<file path="config.mk">
export PLATFORM = sky130hd
export DESIGN_NAME = fifo_with_keyed_removal_unit_flat
export DESIGN_NICKNAME = d
export VERILOG_FILES = /design/src/hw/rtl/fwkr_pkg.sv /design/src/hw/rtl/fwkr_if.sv /design/src/hw/rtl/fifo_with_keyed_removal_unit.sv /design/src/hw/rtl/fwkr_store.sv /design/src/hw/rtl/fwkr_ctrl.sv /design/src/flat_wrapper.sv
export SDC_FILE = /design/constraint.sdc
export NUM_CORES = 2
export LEC_CHECK = 0
export ABC_AREA = 1
export BUFFER_PORTS_ARGS = -buffer_cell sky130_fd_sc_hd__buf_4
export CORE_MARGIN = 10
export CORE_UTILIZATION = 50
export DETAILED_ROUTE_END_ITERATION = 16
export GPL_TIMING_DRIVEN = 0
export PLACE_DENSITY_LB_ADDON = 0.08
export SLEW_MARGIN = 20
export SYNTH_ARGS = -nofsm -noshare
export SYNTH_HDL_FRONTEND = slang
export SYNTH_HIERARCHICAL = 1
export SYNTH_SLANG_ARGS = --single-unit
</file>
<file path="constraint.sdc">
create_clock -name i_clk -period 4.55 [get_ports i_clk]
set_input_delay 0.455 -clock i_clk [delete_from_list [all_inputs] [get_ports i_clk]]
set_output_delay 0.455 -clock i_clk [all_outputs]
set_load 0.01 [all_outputs]
</file>
<file path="src/hw/rtl/fwkr_pkg.sv">
// ----------------------------------------------------------------------------
// fwkr_pkg
// Shared types and constants for the FIFO with keyed removal.
// ----------------------------------------------------------------------------
`default_nettype none

package fwkr_pkg;

    // Field widths of one command and one response.
    localparam int ID_W      = 32;
    localparam int OP_W      = 2;
    localparam int ERR_W     = 2;
    localparam int CNT_OUT_W = 7;

    // Default queue depth.
    localparam int QUEUE_DEPTH_DEF = 64;

    // Command opcodes.
    typedef enum logic [OP_W-1:0] {
        OP_PUSH   = 2'd0,
        OP_POP    = 2'd1,
        OP_REMOVE = 2'd2,
        OP_SEARCH = 2'd3
    } t_op;

    // Response error codes.
    typedef enum logic [ERR_W-1:0] {
        ERR_OK        = 2'd0,
        ERR_EMPTY     = 2'd1,
        ERR_NOT_FOUND = 2'd2,
        ERR_FULL      = 2'd3
    } t_err;

    // One response as it leaves the sequencer.
    typedef struct packed {
        logic [ERR_W-1:0]     error_code;
        logic [ID_W-1:0]      popped_id;
        logic                 found;
        logic [CNT_OUT_W-1:0] entry_count;
    } t_result;

endpackage

`default_nettype wire

</file>
<file path="src/hw/rtl/fwkr_if.sv">
// ----------------------------------------------------------------------------
// fwkr_if
// Valid/ready channel interfaces for commands and responses.
// ----------------------------------------------------------------------------
`default_nettype none

// Command channel: opcode and identifier.
interface fwkr_cmd_if;
    logic                       valid;
    logic                       ready;
    logic [fwkr_pkg::OP_W-1:0]  opcode;
    logic [fwkr_pkg::ID_W-1:0]  voter_id;

    modport source (output valid, output opcode, output voter_id, input ready);
    modport sink   (input valid, input opcode, input voter_id, output ready);
endinterface

// Response channel: error code, popped identifier, match flag and count.
interface fwkr_rsp_if;
    logic                           valid;
    logic                           ready;
    logic [fwkr_pkg::ERR_W-1:0]     error_code;
    logic [fwkr_pkg::ID_W-1:0]      popped_id;
    logic                           found;
    logic [fwkr_pkg::CNT_OUT_W-1:0] entry_count;

    modport source (output valid, output error_code, output popped_id,
                    output found, output entry_count, input ready);
    modport sink   (input valid, input error_code, input popped_id,
                    input found, input entry_count, output ready);
endinterface

`default_nettype wire

</file>
<file path="src/hw/rtl/fifo_with_keyed_removal_unit.sv">
// ----------------------------------------------------------------------------
// fifo_with_keyed_removal_unit
// Ordered queue of identifiers with push, pop, removal by key and search.
// ----------------------------------------------------------------------------
//  Channel  Direction  Payload                                    Transfer
//  i_cmd    in         opcode, voter_id                           valid & ready
//  o_rsp    out        error_code, popped_id, found, entry_count  valid & ready
//
//  One command is handled at a time. Push, and commands refused because the
//  queue is empty or full, need no read; pop reads the head entry. Search
//  and remove walk the entries from the head through the single read port of
//  the entry memory, one entry a cycle, to the last entry on a miss; a removal
//  moves the later entries in the same walk. Reset clears state, head, count
//  and the output valid flag; the memory needs no clearing pass.
//  A response waits in the output register while the next command is taken.
// ----------------------------------------------------------------------------
`default_nettype none

module fifo_with_keyed_removal_unit #(
    parameter int QUEUE_DEPTH = fwkr_pkg::QUEUE_DEPTH_DEF
) (
    input wire logic  i_clk,
    input wire logic  i_rst_n,
    fwkr_cmd_if.sink   i_cmd,
    fwkr_rsp_if.source o_rsp
);
    import fwkr_pkg::*;

    localparam int AW = $clog2(QUEUE_DEPTH);

    logic            res_valid;
    logic            res_ready;
    t_result         res;
    logic            we;
    logic [AW-1:0]   waddr;
    logic [ID_W-1:0] wdata;
    logic            re;
    logic [AW-1:0]   raddr;
    logic [ID_W-1:0] rdata;

    logic            r_out_valid;
    t_result         r_out;

    fwkr_ctrl #(
        .DEPTH (QUEUE_DEPTH)
    ) u_ctrl (
        .i_clk       (i_clk),
        .i_rst_n     (i_rst_n),
        .i_cmd_valid (i_cmd.valid),
        .o_cmd_ready (i_cmd.ready),
        .i_opcode    (i_cmd.opcode),
        .i_voter_id  (i_cmd.voter_id),
        .o_res_valid (res_valid),
        .i_res_ready (res_ready),
        .o_res       (res),
        .o_we        (we),
        .o_waddr     (waddr),
        .o_wdata     (wdata),
        .o_re        (re),
        .o_raddr     (raddr),
        .i_rdata     (rdata)
    );

    fwkr_store #(
        .DEPTH (QUEUE_DEPTH)
    ) u_store (
        .i_clk   (i_clk),
        .i_we    (we),
        .i_waddr (waddr),
        .i_wdata (wdata),
        .i_re    (re),
        .i_raddr (raddr),
        .o_rdata (rdata)
    );

    // Output register: loads when empty or when its response is transferred.
    assign res_ready = !r_out_valid || o_rsp.ready;

    always_ff @(posedge i_clk) begin
        if (!i_rst_n) begin
            r_out_valid <= 1'b0;
        end else if (res_ready) begin
            r_out_valid <= res_valid;
        end
    end

    always_ff @(posedge i_clk) begin
        if (res_valid && res_ready) begin
            r_out <= res;
        end
    end

    assign o_rsp.valid       = r_out_valid;
    assign o_rsp.error_code  = r_out.error_code;
    assign o_rsp.popped_id   = r_out.popped_id;
    assign o_rsp.found       = r_out.found;
    assign o_rsp.entry_count = r_out.entry_count;

endmodule

`default_nettype wire

</file>
<file path="src/hw/rtl/fwkr_store.sv">
// ----------------------------------------------------------------------------
// fwkr_store
// Entry memory: one write port and one read port with registered read data.
// ----------------------------------------------------------------------------
`default_nettype none

module fwkr_store #(
    parameter int DEPTH = fwkr_pkg::QUEUE_DEPTH_DEF,
    localparam int AW   = $clog2(DEPTH)
) (
    input  wire logic                      i_clk,
    input  wire logic                      i_we,
    input  wire logic [AW-1:0]             i_waddr,
    input  wire logic [fwkr_pkg::ID_W-1:0] i_wdata,
    input  wire logic                      i_re,
    input  wire logic [AW-1:0]             i_raddr,
    output logic      [fwkr_pkg::ID_W-1:0] o_rdata
);
    import fwkr_pkg::*;

    logic [ID_W-1:0] mem [DEPTH];
    logic [ID_W-1:0] r_rdata;

    // Write port.
    always_ff @(posedge i_clk) begin
        if (i_we) begin
            mem[i_waddr] <= i_wdata;
        end
    end

    // Read port with registered read data.
    always_ff @(posedge i_clk) begin
        if (i_re) begin
            r_rdata <= mem[i_raddr];
        end
    end

    assign o_rdata = r_rdata;

endmodule

`default_nettype wire

</file>
<file path="src/hw/rtl/fwkr_ctrl.sv">
// ----------------------------------------------------------------------------
// fwkr_ctrl
// Sequencer: keeps head and count, walks the memory for search and removal,
// and closes the gap left by a removed entry.
// ----------------------------------------------------------------------------
`default_nettype none

module fwkr_ctrl #(
    parameter int DEPTH = fwkr_pkg::QUEUE_DEPTH_DEF,
    localparam int AW   = $clog2(DEPTH),
    localparam int CW   = $clog2(DEPTH + 1)
) (
    input  wire logic                      i_clk,
    input  wire logic                      i_rst_n,
    // Command side.
    input  wire logic                      i_cmd_valid,
    output logic                           o_cmd_ready,
    input  wire logic [fwkr_pkg::OP_W-1:0] i_opcode,
    input  wire logic [fwkr_pkg::ID_W-1:0] i_voter_id,
    // Response side.
    output logic                           o_res_valid,
    input  wire logic                      i_res_ready,
    output fwkr_pkg::t_result              o_res,
    // Memory port.
    output logic                           o_we,
    output logic      [AW-1:0]             o_waddr,
    output logic      [fwkr_pkg::ID_W-1:0] o_wdata,
    output logic                           o_re,
    output logic      [AW-1:0]             o_raddr,
    input  wire logic [fwkr_pkg::ID_W-1:0] i_rdata
);
    import fwkr_pkg::*;

    typedef enum logic [4:0] {
        ST_IDLE  = 5'b00001,
        ST_POPW  = 5'b00010,
        ST_SCAN  = 5'b00100,
        ST_SHIFT = 5'b01000,
        ST_DONE  = 5'b10000
    } t_state;

    t_state          r_state, n_state;
    t_op             r_op, n_op;
    logic [ID_W-1:0] r_key, n_key;
    logic [AW-1:0]   r_head, n_head;
    logic [CW-1:0]   r_count, n_count;
    logic [CW-1:0]   r_pos, n_pos;
    t_result         r_res, n_res;

    logic [CW-1:0]   pos_nx;
    logic            last;
    logic            full;
    logic            empty;
    logic [CW+6:0]   cnt_ext;

    // Physical address of a queue position: head plus offset, wrapped once.
    function automatic logic [AW-1:0] phys(input logic [AW-1:0] head,
                                           input logic [CW-1:0] pos);
        logic [CW:0] sum;
        sum = (CW+1)'(head) + (CW+1)'(pos);
        if (sum >= (CW+1)'(DEPTH)) begin
            sum = sum - (CW+1)'(DEPTH);
        end
        return sum[AW-1:0];
    endfunction

    assign pos_nx  = r_pos + CW'(1);
    assign last    = (pos_nx == r_count);
    assign full    = (r_count == CW'(DEPTH));
    assign empty   = (r_count == '0);
    assign cnt_ext = (CW+7)'(r_count);

    assign o_cmd_ready = (r_state == ST_IDLE);
    assign o_res_valid = (r_state == ST_DONE);

    // The count is taken from the settled state once the operation is over.
    always_comb begin
        o_res             = r_res;
        o_res.entry_count = cnt_ext[CNT_OUT_W-1:0];
    end

    // Next-state and memory access logic.
    always_comb begin
        n_state = r_state;
        n_op    = r_op;
        n_key   = r_key;
        n_head  = r_head;
        n_count = r_count;
        n_pos   = r_pos;
        n_res   = r_res;
        o_we    = 1'b0;
        o_waddr = phys(r_head, r_count);
        o_wdata = r_key;
        o_re    = 1'b0;
        o_raddr = phys(r_head, pos_nx);

        unique case (r_state)
            ST_IDLE: begin
                if (i_cmd_valid) begin
                    n_op  = t_op'(i_opcode);
                    n_key = i_voter_id;
                    n_res = '0;
                    n_pos = '0;
                    unique case (t_op'(i_opcode))
                        OP_PUSH: begin
                            if (full) begin
                                n_res.error_code = ERR_FULL;
                            end else begin
                                o_we    = 1'b1;
                                o_wdata = i_voter_id;
                                n_count = r_count + CW'(1);
                            end
                            n_state = ST_DONE;
                        end
                        OP_POP: begin
                            if (empty) begin
                                n_res.error_code = ERR_EMPTY;
                                n_state          = ST_DONE;
                            end else begin
                                o_re    = 1'b1;
                                o_raddr = r_head;
                                n_state = ST_POPW;
                            end
                        end
                        default: begin
                            if (empty) begin
                                n_res.error_code = ERR_EMPTY;
                                n_state          = ST_DONE;
                            end else begin
                                o_re    = 1'b1;
                                o_raddr = r_head;
                                n_state = ST_SCAN;
                            end
                        end
                    endcase
                end
            end

            // Head entry arrives from memory.
            ST_POPW: begin
                n_res.popped_id = i_rdata;
                n_head          = (r_head == AW'(DEPTH - 1)) ? '0 : r_head + AW'(1);
                n_count         = r_count - CW'(1);
                n_state         = ST_DONE;
            end

            // Compare the entry at r_pos and fetch the next one.
            ST_SCAN: begin
                if (i_rdata == r_key) begin
                    n_res.found = 1'b1;
                    if (r_op == OP_SEARCH) begin
                        n_state = ST_DONE;
                    end else if (last) begin
                        n_count = r_count - CW'(1);
                        n_state = ST_DONE;
                    end else begin
                        o_re    = 1'b1;
                        n_pos   = pos_nx;
                        n_state = ST_SHIFT;
                    end
                end else if (last) begin
                    n_res.error_code = ERR_NOT_FOUND;
                    n_state          = ST_DONE;
                end else begin
                    o_re  = 1'b1;
                    n_pos = pos_nx;
                end
            end

            // Move the entry at r_pos one place towards the head.
            ST_SHIFT: begin
                o_we    = 1'b1;
                o_waddr = phys(r_head, r_pos - CW'(1));
                o_wdata = i_rdata;
                if (last) begin
                    n_count = r_count - CW'(1);
                    n_state = ST_DONE;
                end else begin
                    o_re  = 1'b1;
                    n_pos = pos_nx;
                end
            end

            ST_DONE: begin
                if (i_res_ready) begin
                    n_state = ST_IDLE;
                end
            end

            default: begin
                n_state = ST_IDLE;
            end
        endcase
    end

    // Control state.
    always_ff @(posedge i_clk) begin
        if (!i_rst_n) begin
            r_state <= ST_IDLE;
            r_head  <= '0;
            r_count <= '0;
        end else begin
            r_state <= n_state;
            r_head  <= n_head;
            r_count <= n_count;
        end
    end

    // Working registers of the current operation.
    always_ff @(posedge i_clk) begin
        r_op  <= n_op;
        r_key <= n_key;
        r_pos <= n_pos;
        r_res <= n_res;
    end

endmodule

`default_nettype wire
</file>
<file path="src/flat_wrapper.sv">
// flat-port wrapper written by rule: the top's interface ports become plain ports
module fifo_with_keyed_removal_unit_flat import fwkr_pkg::*;
#(
    parameter int QUEUE_DEPTH = fwkr_pkg::QUEUE_DEPTH_DEF
)
  (i_clk, i_rst_n, i_cmd_valid, i_cmd_opcode, i_cmd_voter_id, i_cmd_ready, o_rsp_valid, o_rsp_error_code, o_rsp_popped_id, o_rsp_found, o_rsp_entry_count, o_rsp_ready);
  fwkr_cmd_if i_cmd_i ();
  fwkr_rsp_if o_rsp_i ();
  input wire logic i_clk;
  input wire logic i_rst_n;
  input wire logic [$bits(i_cmd_i.valid)-1:0] i_cmd_valid;
  input wire logic [$bits(i_cmd_i.opcode)-1:0] i_cmd_opcode;
  input wire logic [$bits(i_cmd_i.voter_id)-1:0] i_cmd_voter_id;
  output wire logic [$bits(i_cmd_i.ready)-1:0] i_cmd_ready;
  output wire logic [$bits(o_rsp_i.valid)-1:0] o_rsp_valid;
  output wire logic [$bits(o_rsp_i.error_code)-1:0] o_rsp_error_code;
  output wire logic [$bits(o_rsp_i.popped_id)-1:0] o_rsp_popped_id;
  output wire logic [$bits(o_rsp_i.found)-1:0] o_rsp_found;
  output wire logic [$bits(o_rsp_i.entry_count)-1:0] o_rsp_entry_count;
  input wire logic [$bits(o_rsp_i.ready)-1:0] o_rsp_ready;
  assign i_cmd_i.valid = i_cmd_valid;
  assign i_cmd_i.opcode = i_cmd_opcode;
  assign i_cmd_i.voter_id = i_cmd_voter_id;
  assign i_cmd_ready = i_cmd_i.ready;
  assign o_rsp_valid = o_rsp_i.valid;
  assign o_rsp_error_code = o_rsp_i.error_code;
  assign o_rsp_popped_id = o_rsp_i.popped_id;
  assign o_rsp_found = o_rsp_i.found;
  assign o_rsp_entry_count = o_rsp_i.entry_count;
  assign o_rsp_i.ready = o_rsp_ready;
  fifo_with_keyed_removal_unit #(.QUEUE_DEPTH(QUEUE_DEPTH)) u_core (.i_clk(i_clk), .i_rst_n(i_rst_n), .i_cmd(i_cmd_i), .o_rsp(o_rsp_i));
endmodule
</file>
==> results.md <==
Timing:
- The hold violation count in the final report is 0.
- For this run, the top clock speed supported by timing is 0.216 GHz.
- Setup repair after global routing could not meet its margin everywhere.
- The slew of the pin with the lowest slew margin is 1090 ps.
- The remaining max-slew budget at the tightest pin is 0.271.
- In the post-route analysis, the smallest setup slack over all paths is -80.0 ps.
- The largest clock skew in the final design is 27.0 ps.
- The final hold slack is 93.9 ps.
- The total of endpoints with negative setup slack in the final report is 5.
- The share of the clock period used by the worst path after layout is 1.02.
- The routed design could run at a clock period as short as 4630 ps.
- The count of final max-slew check failures was 0.

Clocking:
- The later pin in the worst-skew pair is clocked with a latency of 890 ps.
- Clock-pin slew was measured on the worst setup and hold paths at 60 ps.
- The number of buffers created by CTS is 225.
- The clock tree synthesis step divided the H-tree into 4 levels.
- The maximum buffer depth of the clock tree is 3.
- The total number of clock tree sinks is 2217.
- TritonCTS built the clock tree.
- The root buffer cell chosen for the clock tree is sky130_fd_sc_hd__clkbuf_16.

Floorplanning:
- The vertical extent of the die is 445 um.
- The floorplan step defined a die boundary enclosing 198000 um2.
- The initial core utilization is 0.504.
- After floorplanning, the core was divided into 155 placement rows.
- The die is 445 um wide.
- Pin placement for this block handled 82 I/O pins.
- The core region area is 179000 um2.

GRT:
- The first global-routing pass estimated 500000 um of wire.
- The number of antenna violations at the first check in global routing is 30.
- The via count of the first global-routing pass is 63.0k.
- In the global route stage, overall resource usage came out at 0.363.
- For this run the aggregate overflow at the end of global routing stands at 0.
- Entering global routing, the biggest net connects 31 pins.

Finish:
- The area growth from synthesis to layout is 21.7%.
- After the last flow step, the layout net total stands at 8406.
- For this run, the share of the core covered by cells in the final layout is 0.614.
- In the final layout, the share of cells above drive strength 1 is 0.168.

Worst setup path:
- The kind of end point of the critical path is a register.
- The setup slack of the worst register-to-register path is -80 ps.
- The worst setup path is launched from a register.
- The depth of the most critical reg-to-reg path is 19.
- Data on the critical path arrives at its endpoint at 5220 ps.
- For the worst setup path, the data required time is 5140 ps.
- The critical path starts at u_core/u_ctrl/r_count[2]$_SDFFE_PN0P_.
- The capture point of the worst path is u_core/u_store/o_rdata[18]$_DFFE_PP_.
- The capture instance of the worst register-to-register path is u_core/u_store/o_rdata[18]$_DFFE_PP_.
- The largest driver fanout on the critical path is 10.
- The worst setup path is of the reg2reg kind.
- The startpoint of the worst register-to-register path is u_core/u_ctrl/r_count[2]$_SDFFE_PN0P_.

Synth:
- The cell area after technology mapping is 90300 um2.
- The adder-cell share of the synthesized area is 0.00316.
- The number of nets produced by synthesis is 7596.
- Of the total synthesized cell area, the portion taken by XOR and XNOR cells is 0.00369.
- The leading area contributor after synthesis is sky130_fd_sc_hd__edfxtp_1.
- In this run the mean area of a mapped cell was 12.0 um2.
- The distinct cell type count of the synthesized netlist is 43.
- The post-synthesis share of cell area spent on and, or, nand and nor gates is 0.219.
- The share of the synthesized area in compound gates (AO/OA/AOI/OAI) is 0.00740.
- The yosys synthesis warning count is 6.
- After synthesis, the cell types taking the most area are sky130_fd_sc_hd__edfxtp_1, sky130_fd_sc_hd__nand3_1, sky130_fd_sc_hd__nand2_1, sky130_fd_sc_hd__buf_2, sky130_fd_sc_hd__nor2_1.
- After synthesis the netlist holds a flip-flop and latch count of 2217.
- Measured against the total synthesized area, the mux share comes to 0.
- The main combinational cell family by area after synthesis is simple AND/OR/NAND/NOR gates.
- The area share of the leading cell type in the synthesized netlist is 0.731.
- Of the synthesized area, sequential elements account for 0.735.
- Synthesis produced 7537 cells.

Routing:
- The detail route stage leaves a number of antenna-violating nets equal to 0.
- The first detailed-routing pass took 11 iterations.
- The detail-routed via count per cell is 6.29.
- The routed design has 369000 um of wire.
- In this run, the number of DRC markers left after iteration 0 of detailed routing was 11.2k.
- Detailed routing inserted a total of 68.6k vias.
- The DRC violation count after routing is 0.
- Dividing the detail-routed wire length by the instance count gives 33.8 um.

Power and ir drop:
- The leakage power is 0.0403 uW.
- The overall power after layout is 92500 uW.
- The maximum vdd drop is 0.507 mV.
- For this design the ratio of total power to cell area is 842 nW/um2.

Placement:
- During placement, the flow inserted port buffers numbering 81.
- Before CTS, the worst setup slack after placement is -1530 ps.
- The HPWL after detailed placement is 259000 um.
- The routability-driven placement congestion ratio is 0.977.

Run status:
- The checks that failed: negative setup slack.
- The flow ran to the end, but the final reports show violations.

Min path:
- The path category of the worst min-delay check is in2reg.

Run:
- The number of maximum-capacitance violations is 0.
registers in the layout, indices dropped and copies added, names as in the netlist:
name,cells
u_core/u_ctrl/r_count,7
u_core/u_ctrl/o_res,35
u_core/u_store/o_rdata,32
u_core/u_ctrl/r_key,32
u_core/o_rsp.found,1
u_core/u_ctrl/r_head,6
u_core/o_rsp.popped_id,32
u_core/u_ctrl/r_state,5
u_core/o_rsp.valid,1
u_core/u_store/mem,2048
u_core/o_rsp.entry_count,7
u_core/u_ctrl/r_op,2
u_core/u_ctrl/r_pos,7
u_core/o_rsp.error_code,2
worst min-delay path by stage:
stage | depth (start not counted) | from | slack (ps) | end
after floorplan | 0 | u_core/u_ctrl/o_res[40]$_SDFFCE_PP0P_ | 400 | u_core/o_rsp.error_code[0]$_DFFE_PP_
after global placement | 0 | u_core/u_ctrl/o_res[41]$_SDFFCE_PP1P_ | 400 | u_core/o_rsp.error_code[1]$_DFFE_PP_
after detailed placement | 0 | u_core/u_ctrl/o_res[18]$_SDFFCE_PN0P_ | 400 | u_core/o_rsp.popped_id[10]$_DFFE_PP_
after CTS | 4 | i_cmd_valid | 20 | u_core/u_ctrl/r_state[0]$_SDFFE_PN1P_
after global routing | 4 | i_cmd_valid | 100 | u_core/u_ctrl/r_state[0]$_SDFFE_PN1P_
final | 4 | i_cmd_valid | 90 | u_core/u_ctrl/r_state[0]$_SDFFE_PN1P_
metrics by stage:
stage                     cell area [um2]  setup TNS (ps)  cells
after floorplan                     90300               0   7537
after global placement              93800               -   9973
after detailed placement           100000        -2223070  10291
after CTS                          109000           -58.0  10854
after global routing               110000           -5960  10883
final                              110000            -194  10894
cell usage in the layout, fill, tap and decap left out, types with 37 or more instances in the layout:
cell,count
sky130_fd_sc_hd__clkbuf_1,84
sky130_fd_sc_hd__buf_4,384
sky130_fd_sc_hd__buf_2,224
sky130_fd_sc_hd__clkinv_1,68
sky130_fd_sc_hd__dlygate4sd3_1,37
sky130_fd_sc_hd__nor2_1,80
sky130_fd_sc_hd__nand2_1,2387
sky130_fd_sc_hd__buf_6,47
sky130_fd_sc_hd__buf_16,110
sky130_fd_sc_hd__inv_1,116
sky130_fd_sc_hd__nor2_4,66
sky130_fd_sc_hd__clkbuf_16,230
sky130_fd_sc_hd__nand3_1,1942
sky130_fd_sc_hd__edfxtp_1,2198
sky130_fd_sc_hd__clkbuf_2,47
sky130_fd_sc_hd__buf_12,103
power by group:
group          switching, uW  internal (uW)  total [uW]
sequential               342          25000       25400
clock                   7880           9910       17800
combinational          37300          12000       49300
total                  45600          47000       92500
routing by layer:
metal  routed length [um]  vias to the layer above  GRT usage
met5                  298                        -          0
met4                27100                       24      0.219
met3                54200                     1185      0.124
met2               158000                     5441      0.530
met1               129000                    33484      0.468
li1                     -                    28417          -
worst max-delay path, cell delays in order, from the launching register on:
cell and delay [ps]:
sky130_fd_sc_hd__dfxtp_1 370, sky130_fd_sc_hd__inv_1 190, sky130_fd_sc_hd__nand3_1 140, sky130_fd_sc_hd__or3_1 420, sky130_fd_sc_hd__nand2_1 110, sky130_fd_sc_hd__inv_1 60
sky130_fd_sc_hd__nand2_1 100, sky130_fd_sc_hd__clkbuf_4 240, sky130_fd_sc_hd__o21ai_2 150, sky130_fd_sc_hd__buf_6 210, sky130_fd_sc_hd__inv_2 270, sky130_fd_sc_hd__buf_4 390
sky130_fd_sc_hd__buf_2 370, sky130_fd_sc_hd__nand3_1 470, sky130_fd_sc_hd__nand3_1 200, sky130_fd_sc_hd__nand3_1 80, sky130_fd_sc_hd__nand2_1 90, sky130_fd_sc_hd__nand2_1 60
sky130_fd_sc_hd__nand3_1 210, sky130_fd_sc_hd__nand2_1 150
cell type report:
type / count / area, um2
Antenna cell: 11 / 27.5
Buffer: 468 / 2820
Clock buffer: 282 / 5980
Clock inverter: 126 / 942
Fill cell: 13834 / 69200
Inverter: 124 / 474
Multi-Input combinational cell: 4727 / 22200
Sequential cell: 2217 / 66400
Tap cell: 2355 / 2950
Timing Repair Buffer: 584 / 8050
synthesized netlist by cell type, drive strengths merged:
cell / number
nor2: 150
nor3: 7
o21bai: 2
o211ai: 17
a211oi: 6
buf: 376
xnor2: 21
a21boi: 1
or2: 2
xor2: 17
edfxtp: 2198
or3: 1
o221ai: 16
o211a: 1
a21oi: 30
inv: 122
a31oi: 2
nor4: 1
dfxtp: 19
clkinv: 2
a221oi: 1
ha: 18
nand3: 1985
fa: 3
nand4: 12
nand2: 2408
clkbuf: 93
o21ai: 25
o31ai: 1
cell families after synthesis:
group | count (synthesis)
buffers and inverters | 593
and+or+nand+nor | 4566
DFF | 2217
adders and majority gates | 21
AOI/OAI and AO/OA | 102
xor gates and xnor gates | 38
what timing repair did:
action                                 in CTS  in global routing
setup endpoints to repair                2080               1701
setup buffers                             118                 30
gates resized for setup                   190                158
pin swaps                                  58                  9
endpoints found under the hold margin      40                  0
hold buffers                               37                  0
No activity file was read; power rests on OpenSTA's default activity.
